$ cat src/rtl/core/tlpq_pkg.sv
`timescale 1ns / 1ps

package tlpq_pkg;

	// Default number of entries in each queue
	localparam int QUEUE_DEPTH = 4;

	localparam int VALUE_W = 32;

	// Command codes carried on the input tuser
	typedef logic [1:0] cmd_t;
	localparam cmd_t CMD_ENQ_HIGH = 2'd0;
	localparam cmd_t CMD_ENQ_LOW  = 2'd1;
	localparam cmd_t CMD_DEQ      = 2'd2;

	// Result status codes
	typedef logic [1:0] res_t;
	localparam res_t RES_OK    = 2'd0;
	localparam res_t RES_FULL  = 2'd1;
	localparam res_t RES_EMPTY = 2'd2;

	// Controller states
	typedef enum logic [1:0] {
		S_IDLE,
		S_EXEC,
		S_READ,
		S_LOAD
	} state_t;

	// Controller to datapath commands
	typedef struct packed {
		logic capture;
		logic exec;
		logic rd_capture;
		logic load_out;
	} ctrl_cmd_t;

	// Datapath to controller status
	typedef struct packed {
		logic need_read;
		logic out_free;
	} dp_stat_t;

endpackage

$ cat src/rtl/core/two_level_priority_queue_unit.sv
`timescale 1ns / 1ps
// Two-queue strict priority queue of signed 32-bit values.
// Input stream: s_axis_tuser carries the command (enqueue high, enqueue low,
// dequeue), s_axis_tdata the value to enqueue. Output stream: one item per
// input item, m_axis_tdata the dequeued value (zero unless a dequeue
// succeeded), m_axis_tuser the status (ok, full, empty) and the queue flag.
// A dequeue serves the high queue whenever it holds anything. A queue
// reports full once its write position reaches DEPTH and frees its space
// only when it drains completely.
// Timing: an item is accepted, executed next cycle, and its result enters
// the output register from the load state, which waits while the output
// register is full; a successful dequeue first passes the read state for
// the registered RAM read. The controller handles one item at a time,
// stepping through its execute/read/load sequence.
// While the receiver stalls, the result waits in the output register; the
// next item is still accepted and executed, and its result waits until the
// output register is taken.
// Reset empties both queues at once; entry storage is not cleared.

module two_level_priority_queue_unit import tlpq_pkg::*; #(
	parameter int DEPTH = QUEUE_DEPTH
) (
	input  logic        clk,
	input  logic        arst_n,
	input  logic        s_axis_tvalid,
	output logic        s_axis_tready,
	input  logic [31:0] s_axis_tdata,  // [31:0] value_in
	input  logic [1:0]  s_axis_tuser,  // [1:0] command
	output logic        m_axis_tvalid,
	input  logic        m_axis_tready,
	output logic [31:0] m_axis_tdata,  // [31:0] value_out
	output logic [2:0]  m_axis_tuser   // [1:0] status, [2] from_low_queue
);

	ctrl_cmd_t ctrl_cmd;
	dp_stat_t  dp_stat;
	res_t      out_status;
	logic      out_from_low;

	tlpq_ctrl u_ctrl (
		.clk      (clk),
		.arst_n   (arst_n),
		.in_valid (s_axis_tvalid),
		.in_ready (s_axis_tready),
		.stat     (dp_stat),
		.cmd      (ctrl_cmd)
	);

	tlpq_datapath #(.DEPTH(DEPTH)) u_datapath (
		.clk          (clk),
		.arst_n       (arst_n),
		.cmd          (ctrl_cmd),
		.stat         (dp_stat),
		.in_cmd       (s_axis_tuser),
		.in_value     (s_axis_tdata),
		.out_valid    (m_axis_tvalid),
		.out_ready    (m_axis_tready),
		.out_status   (out_status),
		.out_value    (m_axis_tdata),
		.out_from_low (out_from_low)
	);

	assign m_axis_tuser = {out_from_low, out_status};

endmodule

$ cat src/rtl/core/tlpq_ram.sv
`timescale 1ns / 1ps

module tlpq_ram #(
	parameter int WIDTH = 32,
	parameter int DEPTH = 4
) (
	input  logic                                   clk,
	input  logic                                   we,
	input  logic [((DEPTH > 1) ? $clog2(DEPTH) : 1)-1:0] waddr,
	input  logic [WIDTH-1:0]                       wdata,
	input  logic                                   re,
	input  logic [((DEPTH > 1) ? $clog2(DEPTH) : 1)-1:0] raddr,
	output logic [WIDTH-1:0]                       rdata
);

	logic [WIDTH-1:0] mem_q [DEPTH];
	logic [WIDTH-1:0] rdata_q;

	// Write one entry, read one entry into the output register
	always_ff @(posedge clk) begin
		if (we) begin
			mem_q[waddr] <= wdata;
		end
		if (re) begin
			rdata_q <= mem_q[raddr];
		end
	end

	assign rdata = rdata_q;

endmodule

$ cat src/rtl/core/tlpq_ctrl.sv
`timescale 1ns / 1ps

module tlpq_ctrl import tlpq_pkg::*; (
	input  logic      clk,
	input  logic      arst_n,
	input  logic      in_valid,
	output logic      in_ready,
	input  dp_stat_t  stat,
	output ctrl_cmd_t cmd
);

	state_t state_q;
	state_t state_d;

	// State register
	always_ff @(posedge clk or negedge arst_n) begin
		if (!arst_n) begin
			state_q <= S_IDLE;
		end else begin
			state_q <= state_d;
		end
	end

	// Next state and commands
	always_comb begin
		state_d        = state_q;
		cmd            = '0;
		in_ready       = 1'b0;
		case (state_q)
			S_IDLE: begin
				in_ready    = 1'b1;
				cmd.capture = in_valid;
				if (in_valid) begin
					state_d = S_EXEC;
				end
			end
			S_EXEC: begin
				cmd.exec = 1'b1;
				state_d  = stat.need_read ? S_READ : S_LOAD;
			end
			S_READ: begin
				cmd.rd_capture = 1'b1;
				state_d        = S_LOAD;
			end
			S_LOAD: begin
				// Hold the result until the output register frees up
				if (stat.out_free) begin
					cmd.load_out = 1'b1;
					state_d      = S_IDLE;
				end
			end
			default: begin
				state_d = S_IDLE;
			end
		endcase
	end

endmodule

$ cat src/rtl/core/tlpq_datapath.sv
`timescale 1ns / 1ps

module tlpq_datapath import tlpq_pkg::*; #(
	parameter int DEPTH = QUEUE_DEPTH
) (
	input  logic               clk,
	input  logic               arst_n,
	input  ctrl_cmd_t          cmd,
	output dp_stat_t           stat,
	input  cmd_t               in_cmd,
	input  logic [VALUE_W-1:0] in_value,
	output logic               out_valid,
	input  logic               out_ready,
	output res_t               out_status,
	output logic [VALUE_W-1:0] out_value,
	output logic               out_from_low
);

	localparam int AW = (DEPTH > 1) ? $clog2(DEPTH) : 1;
	localparam int PW = $clog2(DEPTH + 1);
	localparam logic [PW-1:0] FULL_AT = PW'(DEPTH);
	localparam logic [PW-1:0] ONE     = PW'(1);

	cmd_t               cmd_q;
	logic [VALUE_W-1:0] val_q;
	logic [PW-1:0]      hi_head_q, hi_wr_q, lo_head_q, lo_wr_q;
	logic [PW-1:0]      hi_head_inc, lo_head_inc;
	logic               hi_full, lo_full, hi_busy, lo_busy;
	logic               we_hi, we_lo, re_hi, re_lo;
	logic [VALUE_W-1:0] rdata_hi, rdata_lo;
	res_t               res_status_q;
	logic [VALUE_W-1:0] res_value_q;
	logic               res_from_low_q;
	logic               out_valid_q;
	res_t               out_status_q;
	logic [VALUE_W-1:0] out_value_q;
	logic               out_from_low_q;

	assign hi_full     = (hi_wr_q == FULL_AT);
	assign lo_full     = (lo_wr_q == FULL_AT);
	assign hi_busy     = (hi_wr_q != '0);
	assign lo_busy     = (lo_wr_q != '0);
	assign hi_head_inc = hi_head_q + ONE;
	assign lo_head_inc = lo_head_q + ONE;

	// Memory strobes for the item at work
	assign we_hi = cmd.exec && (cmd_q == CMD_ENQ_HIGH) && !hi_full;
	assign we_lo = cmd.exec && (cmd_q == CMD_ENQ_LOW) && !lo_full;
	assign re_hi = cmd.exec && (cmd_q == CMD_DEQ) && hi_busy;
	assign re_lo = cmd.exec && (cmd_q == CMD_DEQ) && !hi_busy && lo_busy;

	assign stat.need_read = (cmd_q == CMD_DEQ) && (hi_busy || lo_busy);
	assign stat.out_free  = !out_valid_q || out_ready;

	tlpq_ram #(.WIDTH(VALUE_W), .DEPTH(DEPTH)) u_ram_hi (
		.clk   (clk),
		.we    (we_hi),
		.waddr (hi_wr_q[AW-1:0]),
		.wdata (val_q),
		.re    (re_hi),
		.raddr (hi_head_q[AW-1:0]),
		.rdata (rdata_hi)
	);

	tlpq_ram #(.WIDTH(VALUE_W), .DEPTH(DEPTH)) u_ram_lo (
		.clk   (clk),
		.we    (we_lo),
		.waddr (lo_wr_q[AW-1:0]),
		.wdata (val_q),
		.re    (re_lo),
		.raddr (lo_head_q[AW-1:0]),
		.rdata (rdata_lo)
	);

	// Capture the accepted item
	always_ff @(posedge clk) begin
		if (cmd.capture) begin
			cmd_q <= in_cmd;
			val_q <= in_value;
		end
	end

	// Advance queue positions; a drained queue returns to the start
	always_ff @(posedge clk or negedge arst_n) begin
		if (!arst_n) begin
			hi_head_q <= '0;
			hi_wr_q   <= '0;
			lo_head_q <= '0;
			lo_wr_q   <= '0;
		end else begin
			if (we_hi) begin
				hi_wr_q <= hi_wr_q + ONE;
			end
			if (we_lo) begin
				lo_wr_q <= lo_wr_q + ONE;
			end
			if (re_hi) begin
				if (hi_head_inc >= hi_wr_q) begin
					hi_head_q <= '0;
					hi_wr_q   <= '0;
				end else begin
					hi_head_q <= hi_head_inc;
				end
			end
			if (re_lo) begin
				if (lo_head_inc >= lo_wr_q) begin
					lo_head_q <= '0;
					lo_wr_q   <= '0;
				end else begin
					lo_head_q <= lo_head_inc;
				end
			end
		end
	end

	// Build the result; the dequeued value is captured from the RAM in the read state
	always_ff @(posedge clk) begin
		if (cmd.exec) begin
			res_status_q   <= RES_OK;
			res_value_q    <= '0;
			res_from_low_q <= 1'b0;
			case (cmd_q)
				CMD_ENQ_HIGH: begin
					if (hi_full) begin
						res_status_q <= RES_FULL;
					end
				end
				CMD_ENQ_LOW: begin
					if (lo_full) begin
						res_status_q <= RES_FULL;
					end
				end
				CMD_DEQ: begin
					if (!hi_busy && !lo_busy) begin
						res_status_q <= RES_EMPTY;
					end
					res_from_low_q <= !hi_busy && lo_busy;
				end
				default: begin
					res_status_q <= RES_OK;
				end
			endcase
		end
		if (cmd.rd_capture) begin
			res_value_q <= res_from_low_q ? rdata_lo : rdata_hi;
		end
	end

	// Output register: hold until taken
	always_ff @(posedge clk or negedge arst_n) begin
		if (!arst_n) begin
			out_valid_q <= 1'b0;
		end else if (cmd.load_out) begin
			out_valid_q <= 1'b1;
		end else if (out_ready) begin
			out_valid_q <= 1'b0;
		end
	end

	always_ff @(posedge clk) begin
		if (cmd.load_out) begin
			out_status_q   <= res_status_q;
			out_value_q    <= res_value_q;
			out_from_low_q <= res_from_low_q;
		end
	end

	assign out_valid    = out_valid_q;
	assign out_status   = out_status_q;
	assign out_value    = out_value_q;
	assign out_from_low = out_from_low_q;

endmodule

$ cat config.mk
export PLATFORM = sky130hd
export DESIGN_NAME = two_level_priority_queue_unit
export DESIGN_NICKNAME = d
export VERILOG_FILES = /design/src/rtl/core/tlpq_pkg.sv /design/src/rtl/core/two_level_priority_queue_unit.sv /design/src/rtl/core/tlpq_ram.sv /design/src/rtl/core/tlpq_ctrl.sv /design/src/rtl/core/tlpq_datapath.sv
export SDC_FILE = /design/constraint.sdc
export NUM_CORES = 1
export LEC_CHECK = 0
export CORE_MARGIN = 2
export CORE_UTILIZATION = 60
export CTS_CLUSTER_SIZE = 12
export DETAILED_ROUTE_END_ITERATION = 10
export DONT_BUFFER_PORTS = 1
export MAX_ROUTING_LAYER = met4
export PLACE_DENSITY = 0.76
export SYNTH_ARGS = -nofsm -noshare
export SYNTH_HDL_FRONTEND = slang
export SYNTH_SLANG_ARGS = --single-unit
$ cat constraint.sdc
create_clock -name clk -period 4.07 [get_ports clk]
set_input_delay 0.2035 -clock clk [delete_from_list [all_inputs] [get_ports clk]]
set_output_delay 0.2035 -clock clk [all_outputs]
set_load 0.005 [all_outputs]
== Word-level counts from Yosys, hierarchy flattened ==
Memories as Yosys holds them, arrays and structs flattened. A register that Yosys moved wholly into a read port is not among the register bits.
Index checks and enable logic that the tools add are counted.

* Output and inout port bits: 37
* Register bits: 119
* Memories: 2
* Input port bits: 38
* Memory bits (writable): 256
* Logic and storage cells: 87

* $lt $le $gt $ge: 2
* Equality and inequality tests: 9
* Multiplexer cells: 31
* Reduce and logical (&&, ||, !) cells: 25
* $add $sub $neg: 4

{| class="wikitable"
|+ Memory list
! name !! words !! width !! read ports !! clocked after Yosys merged registers in !! wr ports !! RTL line !! text
|-
| u_datapath.u_ram_hi.mem_q || 4 || 32 || 1 || 1 || 1 || tlpq_ram.sv:16 || <nowiki>logic [WIDTH-1:0] mem_q [DEPTH];</nowiki>
|-
| u_datapath.u_ram_lo.mem_q || 4 || 32 || 1 || 1 || 1 || tlpq_ram.sv:16 ||
|}

{| class="wikitable"
|+ Operator list
! kind !! count
|-
| $mux W32 || 3
|-
| $mux W3 || 8
|-
| $mux W1 || 15
|-
| $add A3 B1 Y3 const B || 4
|-
| $logic_and A1 B1 Y1 || 11
|-
| $pmux W2 S4 || 1
|-
| $eq A2 B2 Y1 const B || 3
|-
| $eq A3 B3 Y1 const B || 2
|-
| $ge A3 B3 Y1 || 2
|-
| $mux W2 || 3
|-
| $pmux W2 S3 || 1
|-
| $reduce_bool A3 Y1 || 2
|-
| $logic_not A1 Y1 || 5
|-
| $eq A2 B1 Y1 const B || 2
|-
| $logic_not A2 Y1 || 2
|-
| $ne A2 B2 Y1 const B || 2
|-
| $reduce_bool A2 Y1 || 2
|-
| $logic_or A1 B1 Y1 || 2
|-
| $reduce_and A2 Y1 || 1
|}

== Longest topological paths before layout ==
Gate-level depths: netlist of run 1.

* Word-level depth: 7
* Mapped depth: 7
* Depth with buffers taken out: 7

== Cells and area by module ==
A second synthesis of run 1 with hierarchy kept.

* Cells, all modules: 696
* Area, all modules: 16069.2 sq um

{| class="wikitable"
|+ By module, submodules not included
! module !! instances !! cells each !! area an instance (sq um)
|-
| tlpq_ram || 2 || 203 || 5650.4
|-
| tlpq_datapath || 1 || 271 || 4575.6
|-
| tlpq_ctrl || 1 || 18 || 185.2
|-
| two_level_priority_queue_unit || 1 || 1 || 7.5
|}

== Worst setup path before layout of run 1 ==
No wires, ideal clock.

* Path type: reg-to-reg
* From: register u_ctrl.state_q[1]
* To: memory u_datapath.u_ram_hi.mem_q[0][0] (enable)
* Library setup time: 421 ps
* Buffers on the path: 0
* Arrival time: 2574 ps
* Period minus slack after synthesis: 2995 ps
* Required time: 3649 ps
* Stages on the path, launching flop included: 5
* Slack: 1075 ps
* Path through: dfrtp_1 > inv_1 > ha_1 > or3b_4 > nor2_1

* Longest elaborated chain between the ends: 6

{| class="wikitable"
|+ Ends and longest elaborated chain
! what !! RTL line !! text
|-
| from (decl) || tlpq_ctrl.sv:12 || <nowiki>state_t state_q;</nowiki>
|-
| from (signal assigned) || tlpq_ctrl.sv:20 || <nowiki>state_q <= state_d;</nowiki>
|-
| $eq A2 B1 Y1 || tlpq_ctrl.sv:29 || <nowiki>case (state_q)</nowiki>
|-
| $mux W1 || tlpq_ctrl.sv:29 ||
|-
| $logic_and A1 B1 Y1 (2 in series) || tlpq_datapath.sv:47 || <nowiki>assign we_hi = cmd.exec && (cmd_q == CMD_ENQ_HIGH) && !hi_full;</nowiki>
|-
| $mux W1 || tlpq_ram.sv:21 || <nowiki>if (we) begin</nowiki>
|-
| $mux W1 (implied by the code) || tlpq_ram.sv:22 || <nowiki>mem_q[waddr] <= wdata;</nowiki>
|-
| to (decl) || tlpq_ram.sv:16 ||
|}

No other way between the ends.

== Final worst setup path of run 1 ==
* From: register u_ctrl.state_q[1]
* To: memory u_datapath.u_ram_hi.mem_q[3][30] (enable)

The elaborated chain is that of the path after synthesis.

==> flow_summary.json, run 1 <==
{
  "run_status": "complete, no violations",
  "cts_root_buffer": "clkbuf_16",
  "power-per-cell-area_nw_per_um2": 666,
  "critPathRequiredTime_ps": 4220,
  "netlist_instances": 699,
  "worst_pin_slew_ps": 1210,
  "cts_setup_buffers": 0,
  "clk_latency_ps": 530,
  "fp.coreArea_sq_um": 26100,
  "antenna_found_initial": 0,
  "firstDrtPassIters": 4,
  "postCtsResizedCells": 0,
  "yosys_warnings": 0,
  "fin_crit_ps": 2740,
  "portBuffers": 0,
  "ys_seq_elements": 439,
  "viasPerCell": 6.01,
  "drt_iter0_drc": 560,
  "area_growth_pct": 12.2,
  "synth.area.top_cells": "edfxtp_1 (80%), mux4_2 (9.0%), dfrtp_1 (2.4%)",
  "p_sw_uw": 3090,
  "clk_pin_slew_ps": 60,
  "fin_worst_skew_ps": 12.5,
  "grt_pass1_wl_um": 42800,
  "power_frac_comb_pct": 17.5,
  "netSwitchingFraction_pct": 25.9,
  "io_pins": 75,
  "clock_power_share_pct": 29.0,
  "fmax_mhz": 365,
  "numCtsBuffers": 43,
  "power_frac_seq_pct": 53.5,
  "ant_nets": 0,
  "setup_viol_count_final": 0,
  "n_fill_cell": 1559,
  "synth_top_area_share_pct": 79.7,
  "p_leak_uw": 0.00585,
  "start_util_pct": 61.3,
  "ir_worst_vdd_mv": 0.547,
  "min-delay-start": "s_axis_tvalid",
  "p_total_uw": 11900,
  "grt_max_degree": 36,
  "dp_hpwl_um": 15200,
  "diodes": 0,
  "cpMaxStageDelayCell": "and2_2",
  "route.detailed.drc": 0,
  "clock_path_buffers": 3,
  "p_int_uw": 8850,
  "syn_nets": 757,
  "totalWireLength_um": 28100,
  "die_height_um": 167,
  "place_congestion": 0.811,
  "worst-path-max-fanout": 32,
  "r2r_start": "u_ctrl.state_q[1]",
  "fin_nets": 825,
  "relSlewSlack_pct": 19.3,
  "tns_ps": 0,
  "worstSetupStartpointType": "flip-flop",
  "cp_cell_sequence": "inv_1 > ha_1 > or3b_4 > a21oi_4 > and2_2",
  "cts_max_level": 2,
  "cp-end-kind": "flip-flop",
  "critical_path_class": "reg2reg",
  "grt_pass1_vias": 7216,
  "die_area_sq_um": 27900,
  "cts_tree": "done",
  "hold_path_class": "in2reg",
  "cts_num_sinks": 439,
  "grtUsageTotal_pct": 21.3,
  "rows": 59,
  "grt_setup_unrepaired": "no",
  "timing.hold.ws_ps": 44.1,
  "synth_ff_type": "edfxtp_1",
  "synth_area_sq_um": 16000,
  "cp_slowest_stage_delay_ps": 780,
  "drive_above_1_share_pct": 17.5,
  "avgSynthCellArea_sq_um": 22.8,
  "worstSetupStartpoint": "u_ctrl.state_q[1]",
  "cp_data_arrival_time_ps": 2890,
  "routedWlPerCell_um": 25.2,
  "synth_top_area_cell": "edfxtp_1",
  "die_w_um": 167,
  "yosysUniqueCellTypes": 37,
  "yosysSeqAreaShare_pct": 82.1,
  "hold_viol": 0,
  "vias": 6705,
  "finalCritPeriodShare_pct": 67.4,
  "synth_edf_count": 424,
  "drv_slew": 0,
  "cap_viol_max_count": 0,
  "synth-async-reset-ratio_pct": 3.42,
  "overflow": 0
}
[metrics by stage]
stage | cell area [sq um] | setup slack (ps) | util [%] | instances
2_1_floorplan | 16000 | 1080 | - | 699
3_3_place_gp | 16400 | 1430 | 62.8 | 1021
3_5_place_dp | 16400 | 1320 | 62.8 | 1021
4_1_cts | 17900 | 1300 | 68.8 | 1116
5_1_grt | 17900 | 1160 | 68.8 | 1116
6_report | 17900 | 1330 | 68.8 | 1116
[kinds of logic (layout without fill, tap and decap cells)]
kind of cell,after synthesis,in the layout,share of synthesized area [%]
flip-flops,439,439,82.1
multiplexers,100,100,11.3
AND/OR/NAND/NOR,76,76,2.83
buffers and inverters,38,120,1.09
AO/OA/AOI/OAI,22,22,0.909
adder cells (fa/ha/maj),20,20,1.57
XOR/XNOR,4,4,0.219
[synth_stat cells, drive strengths merged (2+ instances only)]
cell	number
edfxtp	424
mux4	64
nor2b	37
mux2i	34
ha	20
dfrtp	15
buf	14
inv	14
clkbuf	10
and2	9
nor2	9
o21ai	7
a21oi	6
nand2b	6
nand2	5
a21o	2
a22o	2
mux2	2
nand3	2
nand3b	2
xnor2	2
xor2	2
[worst max-delay path: cells and delay by family (launching register included)]
family | cells | cell delay [ps]
simple gates | 2 | 1250
fa+ha+maj | 1 | 360
compound gates | 1 | 200
flops | 1 | 410
buf+inv | 1 | 120
[sequential cells by signal, summed over array words and instances (netlist names)]
register	count
u_datapath.u_ram_hi.mem_q	128
u_datapath.u_ram_lo.mem_q	128
u_datapath.out_value	32
u_datapath.res_value_q	32
u_datapath.u_ram_hi.rdata	32
u_datapath.u_ram_lo.rdata	32
u_datapath.val_q	32
u_datapath.hi_head_q	3
u_datapath.hi_wr_q	3
u_datapath.lo_head_q	3
u_datapath.lo_wr_q	3
u_ctrl.state_q	2
u_datapath.cmd_q	2
u_datapath.out_status	2
u_datapath.res_status_q	2
u_datapath.out_from_low	1
u_datapath.out_valid	1
u_datapath.res_from_low_q	1
[final cells by class]
cell class,instances,area [sq um],area share [%]
sequential,439,13100,73.2
multi-input combinational,222,2700,15.1
clock buffer,54,1150,6.41
timing repair buffer,47,443,2.47
tap,335,419,2.34
inverter,14,52.6,0.293
clock inverter,5,38.8,0.216
[path summary, 6_finish.rpt]
| kind | endpoint | slack, ps | depth (start not counted) |
|---|---|---|---|
| max in group asynchronous | u_datapath.hi_head_q[0] | 3380 | 1 |
| min in group asynchronous | u_datapath.lo_wr_q[2] | 190 | 1 |
| max reg2reg | u_datapath.u_ram_hi.mem_q[3][30] | 1330 | 5 |
| min reg2reg | u_datapath.out_value[20] | 420 | 0 |
| max | u_datapath.u_ram_hi.mem_q[3][30] | 1330 | 5 |
| min | u_ctrl.state_q[1] | 40 | 2 |
[repair_timing]
item,in CTS,in global routing
endpoints found under the setup margin,0,0
hold buffers,36,0
endpoints found under the hold margin,50,0
[power groups by stage]
| stage | clock [uW] | combinational, uW | sequential (uW) |
|---|---|---|---|
| after floorplan | 0 | 1630 | 6270 |
| after detailed placement | 0 | 2070 | 6480 |
| final | 3460 | 2090 | 6390 |
| after global routing | 3700 | 2290 | 6450 |
| after CTS | 3530 | 2130 | 6400 |
| after global placement | 0 | 1990 | 6430 |
[metal layers]
metal	vias to the layer above	share of wire [%]	GRT usage, %
li1	2948	-	-
met1	3512	40	26.6
met2	192	53	36.1
met3	53	4.3	3.76
met4	0	2.6	6.91
met5	-	0	-
[layout by cell type, fill, tap and decap left out, types with 5 or more instances in the layout]
cell type / synthesis / final
edfxtp_1: 424 / 424
mux4_2: 64 / 64
clkbuf_16: 0 / 44
nor2b_1: 37 / 37
dlygate4sd3_1: 0 / 36
mux2i_1: 34 / 34
ha_1: 20 / 20
inv_1: 14 / 14
dfrtp_1: 15 / 13
buf_4: 5 / 11
clkbuf_1: 9 / 9
nor2_1: 9 / 7
o21ai_0: 7 / 7
nand2b_1: 6 / 6
nand2_1: 5 / 5
a21oi_1: 5 / 5
and2_2: 3 / 5
Power figures use the tool's default switching activity.
==> run 2: changes to the inputs <==
- clock period: 4.07 -> 2.6 ns (I/O delays scaled with it)
==> flow_summary.json, run 2 (same netlist as run 1, synthesis figures left out) <==
{
  "numCtsBuffers": 44,
  "worstSetupStartpointType": "flip-flop",
  "cp-endpoint": "u_datapath.u_ram_lo.mem_q[1][20]",
  "fin_worst_skew_ps": 13.0,
  "relSlewSlack_pct": 45.9,
  "ir_worst_vdd_mv": 0.868,
  "die_area_sq_um": 27900,
  "cts_max_level": 2,
  "io_pins": 75,
  "tns_ps": 0,
  "start_util_pct": 61.3,
  "totalWireLength_um": 28100,
  "postCtsResizedCells": 0,
  "diodes": 0,
  "fin_nets": 841,
  "place_congestion": 0.758,
  "dp_hpwl_um": 15700,
  "reg2reg_slack_ps": 240,
  "p_int_uw": 14200,
  "die_w_um": 167,
  "fmax_mhz": 423,
  "setup_viol_count_final": 0,
  "placed_cells": 1035,
  "clock_path_buffers": 3,
  "cts_root_buffer": "clkbuf_16",
  "r2r_start": "u_ctrl.state_q[1]",
  "p_sw_uw": 4870,
  "r2r_end": "u_datapath.u_ram_lo.mem_q[1][20]",
  "critical_path_class": "reg2reg",
  "cp-end-kind": "flip-flop",
  "final_common_cell": "edfxtp_1",
  "die_height_um": 167,
  "power_frac_seq_pct": 51.7,
  "worst_pin_slew_ps": 809,
  "fin_crit_ps": 2360,
  "worstSetupStartpoint": "u_ctrl.state_q[1]",
  "drt_iter0_drc": 593,
  "viasPerCell": 5.96,
  "routedWlPerCell_um": 24.7,
  "fp.coreArea_sq_um": 26100,
  "route.detailed.drc": 0,
  "critPathRequiredTime_ps": 2800,
  "clock_power_share_pct": 29.7,
  "hold_path_class": "in2async",
  "final_util_pct": 70.0,
  "antenna_found_initial": 0,
  "area_growth_pct": 14.3,
  "reg_top3": "u_datapath.u_ram_hi.mem_q: 128 flops, u_datapath.u_ram_lo.mem_q: 128 flops",
  "rows": 59,
  "portBuffers": 0,
  "netSwitchingFraction_pct": 25.5,
  "drive_above_1_share_pct": 19.0,
  "worst-path-max-fanout": 32,
  "run_status": "complete, no violations",
  "power-per-cell-area_nw_per_um2": 1050,
  "cap_viol_max_count": 0,
  "ff2ff_path_depth": 6,
  "n_fill_cell": 1515,
  "power_frac_comb_pct": 18.6,
  "hold_viol": 0,
  "firstDrtPassIters": 4,
  "cts_tree": "done",
  "clk_pin_slew_ps": 60,
  "p_leak_uw": 0.00599,
  "drv_slew": 0,
  "grt_pass1_vias": 7325,
  "finalCritPeriodShare_pct": 90.9,
  "grt_pass1_wl_um": 43100,
  "timing.hold.ws_ps": 140,
  "grt_max_degree": 34,
  "p_total_uw": 19100,
  "grt_setup_unrepaired": "no",
  "cts_num_sinks": 439,
  "overflow": 0,
  "grtUsageTotal_pct": 21.4,
  "clk_latency_ps": 520,
  "final_cell_mix": "edfxtp_1 (424), mux4_2 (64), clkbuf_16 (45), nor2b_1 (37), dlygate4sd3_1 (37)",
  "cp_data_arrival_time_ps": 2560,
  "vias": 6773,
  "ant_nets": 0,
  "finalNonFillerCells": 1137
}
==> run 2: cell count changes in the layout (fill, tap and decap cells not counted), sizes merged <==
| cell | before | now |
|---|---|---|
| inv | 15 | 14 |
| clkinv | 4 | 3 |
| clkbuf | 54 | 60 |
| dlygate4sd3 | 36 | 37 |
| bufinv | 0 | 2 |
| buf | 11 | 25 |
==> run 2: routing by layer <==
metal / up-vias / track usage, % / share of wire, %
met5: - / - / 0
met4: 0 / 6.61 / 2.5
met3: 61 / 3.71 / 4.5
met2: 210 / 36.1 / 53
met1: 3526 / 27.1 / 40
li1: 2976 / - / -
==> run 2: power groups by stage <==
stage	combinational [uW]	clock, uW	sequential [uW]
floorplan	2550	0	9820
detailed placement	3520	0	10000
finish	3550	5680	9880
global route	3880	6080	9980
CTS	3620	5780	9890
global placement	3370	0	9940
==> run 2: how the worst min path moves through the flow <==
stage	startpoint	end	cells after the start
4_1_cts	arst_n	u_datapath.hi_head_q[2]	1
2_1_floorplan	arst_n	u_ctrl.state_q[0]	0
3_3_place_gp	arst_n	u_datapath.lo_head_q[0]	0
6_report	arst_n	u_datapath.lo_wr_q[2]	1
3_5_place_dp	arst_n	u_datapath.lo_head_q[1]	0
5_1_grt	arst_n	u_datapath.hi_head_q[2]	1
==> run 2: through the flow <==
stage	setup WS (ps)	instance area, sq um
after floorplan	138	16000
final	237	18200
after global routing	111	18200
after CTS	247	18200
after detailed placement	263	16600
after global placement	387	16600
==> run 2: layout make-up <==
type | instances | area [sq um] | share of cell area (%)
Clock buffer | 60 | 1190 | 6.53
Clock inverter | 5 | 73.8 | 0.405
Inverter | 14 | 52.6 | 0.288
Multi-Input combinational cell | 222 | 2700 | 14.8
Sequential cell | 439 | 13100 | 71.8
Tap cell | 335 | 419 | 2.30
Timing Repair Buffer | 62 | 696 | 3.81
==> run 2: what timing repair did <==
action                                 CTS  global route
setup endpoints to repair                0             0
setup buffers                            0             0
hold buffers                            37             0
endpoints found under the hold margin   51             0
==> run 2: worst max-delay path: stages (launching register included) <==
cell and delay, ps:
dfrtp_1 410, inv_1 120, ha_1 380, nand3b_1 210, a21oi_1 400, and2_1 240, buf_12 260
==> run 3: changes to the inputs <==
- CORE_UTILIZATION: 60 -> 63
- PLACE_DENSITY: 0.76 -> 0.79
==> flow_summary.json, run 3 (same netlist as run 1, synthesis figures left out) <==
{
  "run_status": "complete, no violations",
  "drive_above_1_share_pct": 18.5,
  "diodes": 0,
  "drv_slew": 0,
  "die_area_sq_um": 26600,
  "finalCritPeriodShare_pct": 91.1,
  "fmax_mhz": 422,
  "fp.coreArea_sq_um": 25000,
  "numCtsBuffers": 44,
  "fin_crit_ps": 2370,
  "seq_area_sq_um": 13100,
  "p_total_uw": 18900,
  "grt_pass1_vias": 7546,
  "hold_path_class": "in2async",
  "worstSetupStartpointType": "flip-flop",
  "routedWlPerCell_um": 26.0,
  "setup_viol_count_final": 0,
  "overflow": 0,
  "ir_worst_vdd_mv": 0.897,
  "ff2ff_path_depth": 6,
  "viasPerCell": 6.13,
  "io_pins": 75,
  "cts_setup_buffers": 0,
  "route.detailed.drc": 0,
  "rows": 58,
  "critPathRequiredTime_ps": 2810,
  "tns_ps": 0,
  "cts_num_sinks": 439,
  "fin_nets": 838,
  "reg2reg_slack_ps": 230,
  "postCtsResizedCells": 0,
  "cap_viol_max_count": 0,
  "fin_worst_skew_ps": 10.7,
  "final_common_cell": "edfxtp_1",
  "drt_iter0_drc": 564,
  "reg_top3": "u_datapath.u_ram_hi.mem_q: 128 flops, u_datapath.u_ram_lo.mem_q: 128 flops",
  "die_height_um": 163,
  "cts_root_buffer": "clkbuf_16",
  "worst-path-max-fanout": 32,
  "dp_hpwl_um": 15400,
  "clk_pin_slew_ps": 60,
  "cp_data_arrival_time_ps": 2580,
  "die_w_um": 163,
  "power-per-cell-area_nw_per_um2": 1040,
  "firstDrtPassIters": 5,
  "portBuffers": 0,
  "hold_viol": 0,
  "place_congestion": 0.764,
  "vias": 6921,
  "grtUsageTotal_pct": 23.9,
  "start_util_pct": 63.8,
  "critical_path_class": "reg2reg",
  "worst_pin_slew_ps": 746,
  "ant_nets": 0,
  "cp-end-kind": "flip-flop",
  "holdBufCountCts": 37,
  "grt_max_degree": 36,
  "timing.hold.ws_ps": 103,
  "clk_latency_ps": 530,
  "totalWireLength_um": 29300,
  "clock_path_buffers": 3,
  "area_growth_pct": 13.6,
  "grt_setup_unrepaired": "no",
  "r2r_start": "u_ctrl.state_q[1]",
  "multi_input_area_sq_um": 2700,
  "grt_pass1_wl_um": 45100,
  "cts_tree": "done",
  "cts_max_level": 2,
  "antenna_found_initial": 0,
  "p_leak_uw": 0.00594,
  "relSlewSlack_pct": 50.1,
  "final_cell_mix": "edfxtp_1 (424), mux4_2 (64), clkbuf_16 (44), nor2b_1 (37), dlygate4sd3_1 (37)",
  "n_fill_cell": 1419,
  "r2r_end": "u_datapath.u_ram_hi.mem_q[3][16]"
}
==> run 3: cell types whose count changed in the layout (fill, tap and decap cells not counted), sizes merged <==
cell / change
clkbuf: -2
inv: +2
clkinv: +2
buf: -3
bufinv: -2
==> run 3: worst max path at each step <==
stage / slack, ps / cells after the start / startpoint / end
5_1_grt: 40 / 6 / u_ctrl.state_q[1] / u_datapath.u_ram_lo.mem_q[3][28]
3_5_place_dp: 250 / 6 / u_ctrl.state_q[1] / u_datapath.u_ram_hi.mem_q[3][19]
2_1_floorplan: 140 / 4 / u_ctrl.state_q[1] / u_datapath.u_ram_hi.mem_q[0][0]
3_3_place_gp: 380 / 6 / u_ctrl.state_q[1] / u_datapath.u_ram_hi.mem_q[3][15]
4_1_cts: 230 / 6 / u_ctrl.state_q[1] / u_datapath.u_ram_hi.mem_q[3][16]
6_report: 230 / 6 / u_ctrl.state_q[1] / u_datapath.u_ram_hi.mem_q[3][16]
==> run 3: per-layer routing <==
metal / GRT usage, % / vias to the layer above / wire length (um)
met5: - / - / 0
met1: 31.7 / 3595 / 11600
met4: 7.40 / 0 / 762
met2: 38.9 / 292 / 15100
met3: 4.06 / 65 / 1890
li1: - / 2969 / -
==> run 3: worst max-delay path, stage by stage (launching register included) <==
cell	delay (ps)
dfrtp_1	410
inv_1	120
ha_1	370
or3b_4	480
a21oi_4	200
and2_2	210
buf_12	240
==> run 3: layout make-up <==
cell class                 count  share of cell area [%]
tap                          330                    2.28
clock buffer                  58                    6.36
sequential                   439                    72.3
multi-input combinational    222                    14.9
timing repair buffer          59                    3.57
clock inverter                 7                   0.283
inverter                      14                   0.290
==> run 3: where the power goes <==
group / internal [uW] / total (uW) / switching, uW
sequential: 9360 / 9910 / 547
combinational: 1510 / 3580 / 2070
clock: 3090 / 5450 / 2370
total: 14000 / 18900 / 4980
==> run 3: through the flow <==
stage                     worst slack [ps]  cell area (sq um)  cells  utilization, %
after floorplan                        138              16000    699               -
after global placement                 379              16600   1027            66.1
after detailed placement               249              16600   1027            66.1
after CTS                              231              18100   1129            72.4
after global routing                  36.1              18100   1129            72.4
final                                  231              18100   1129            72.4
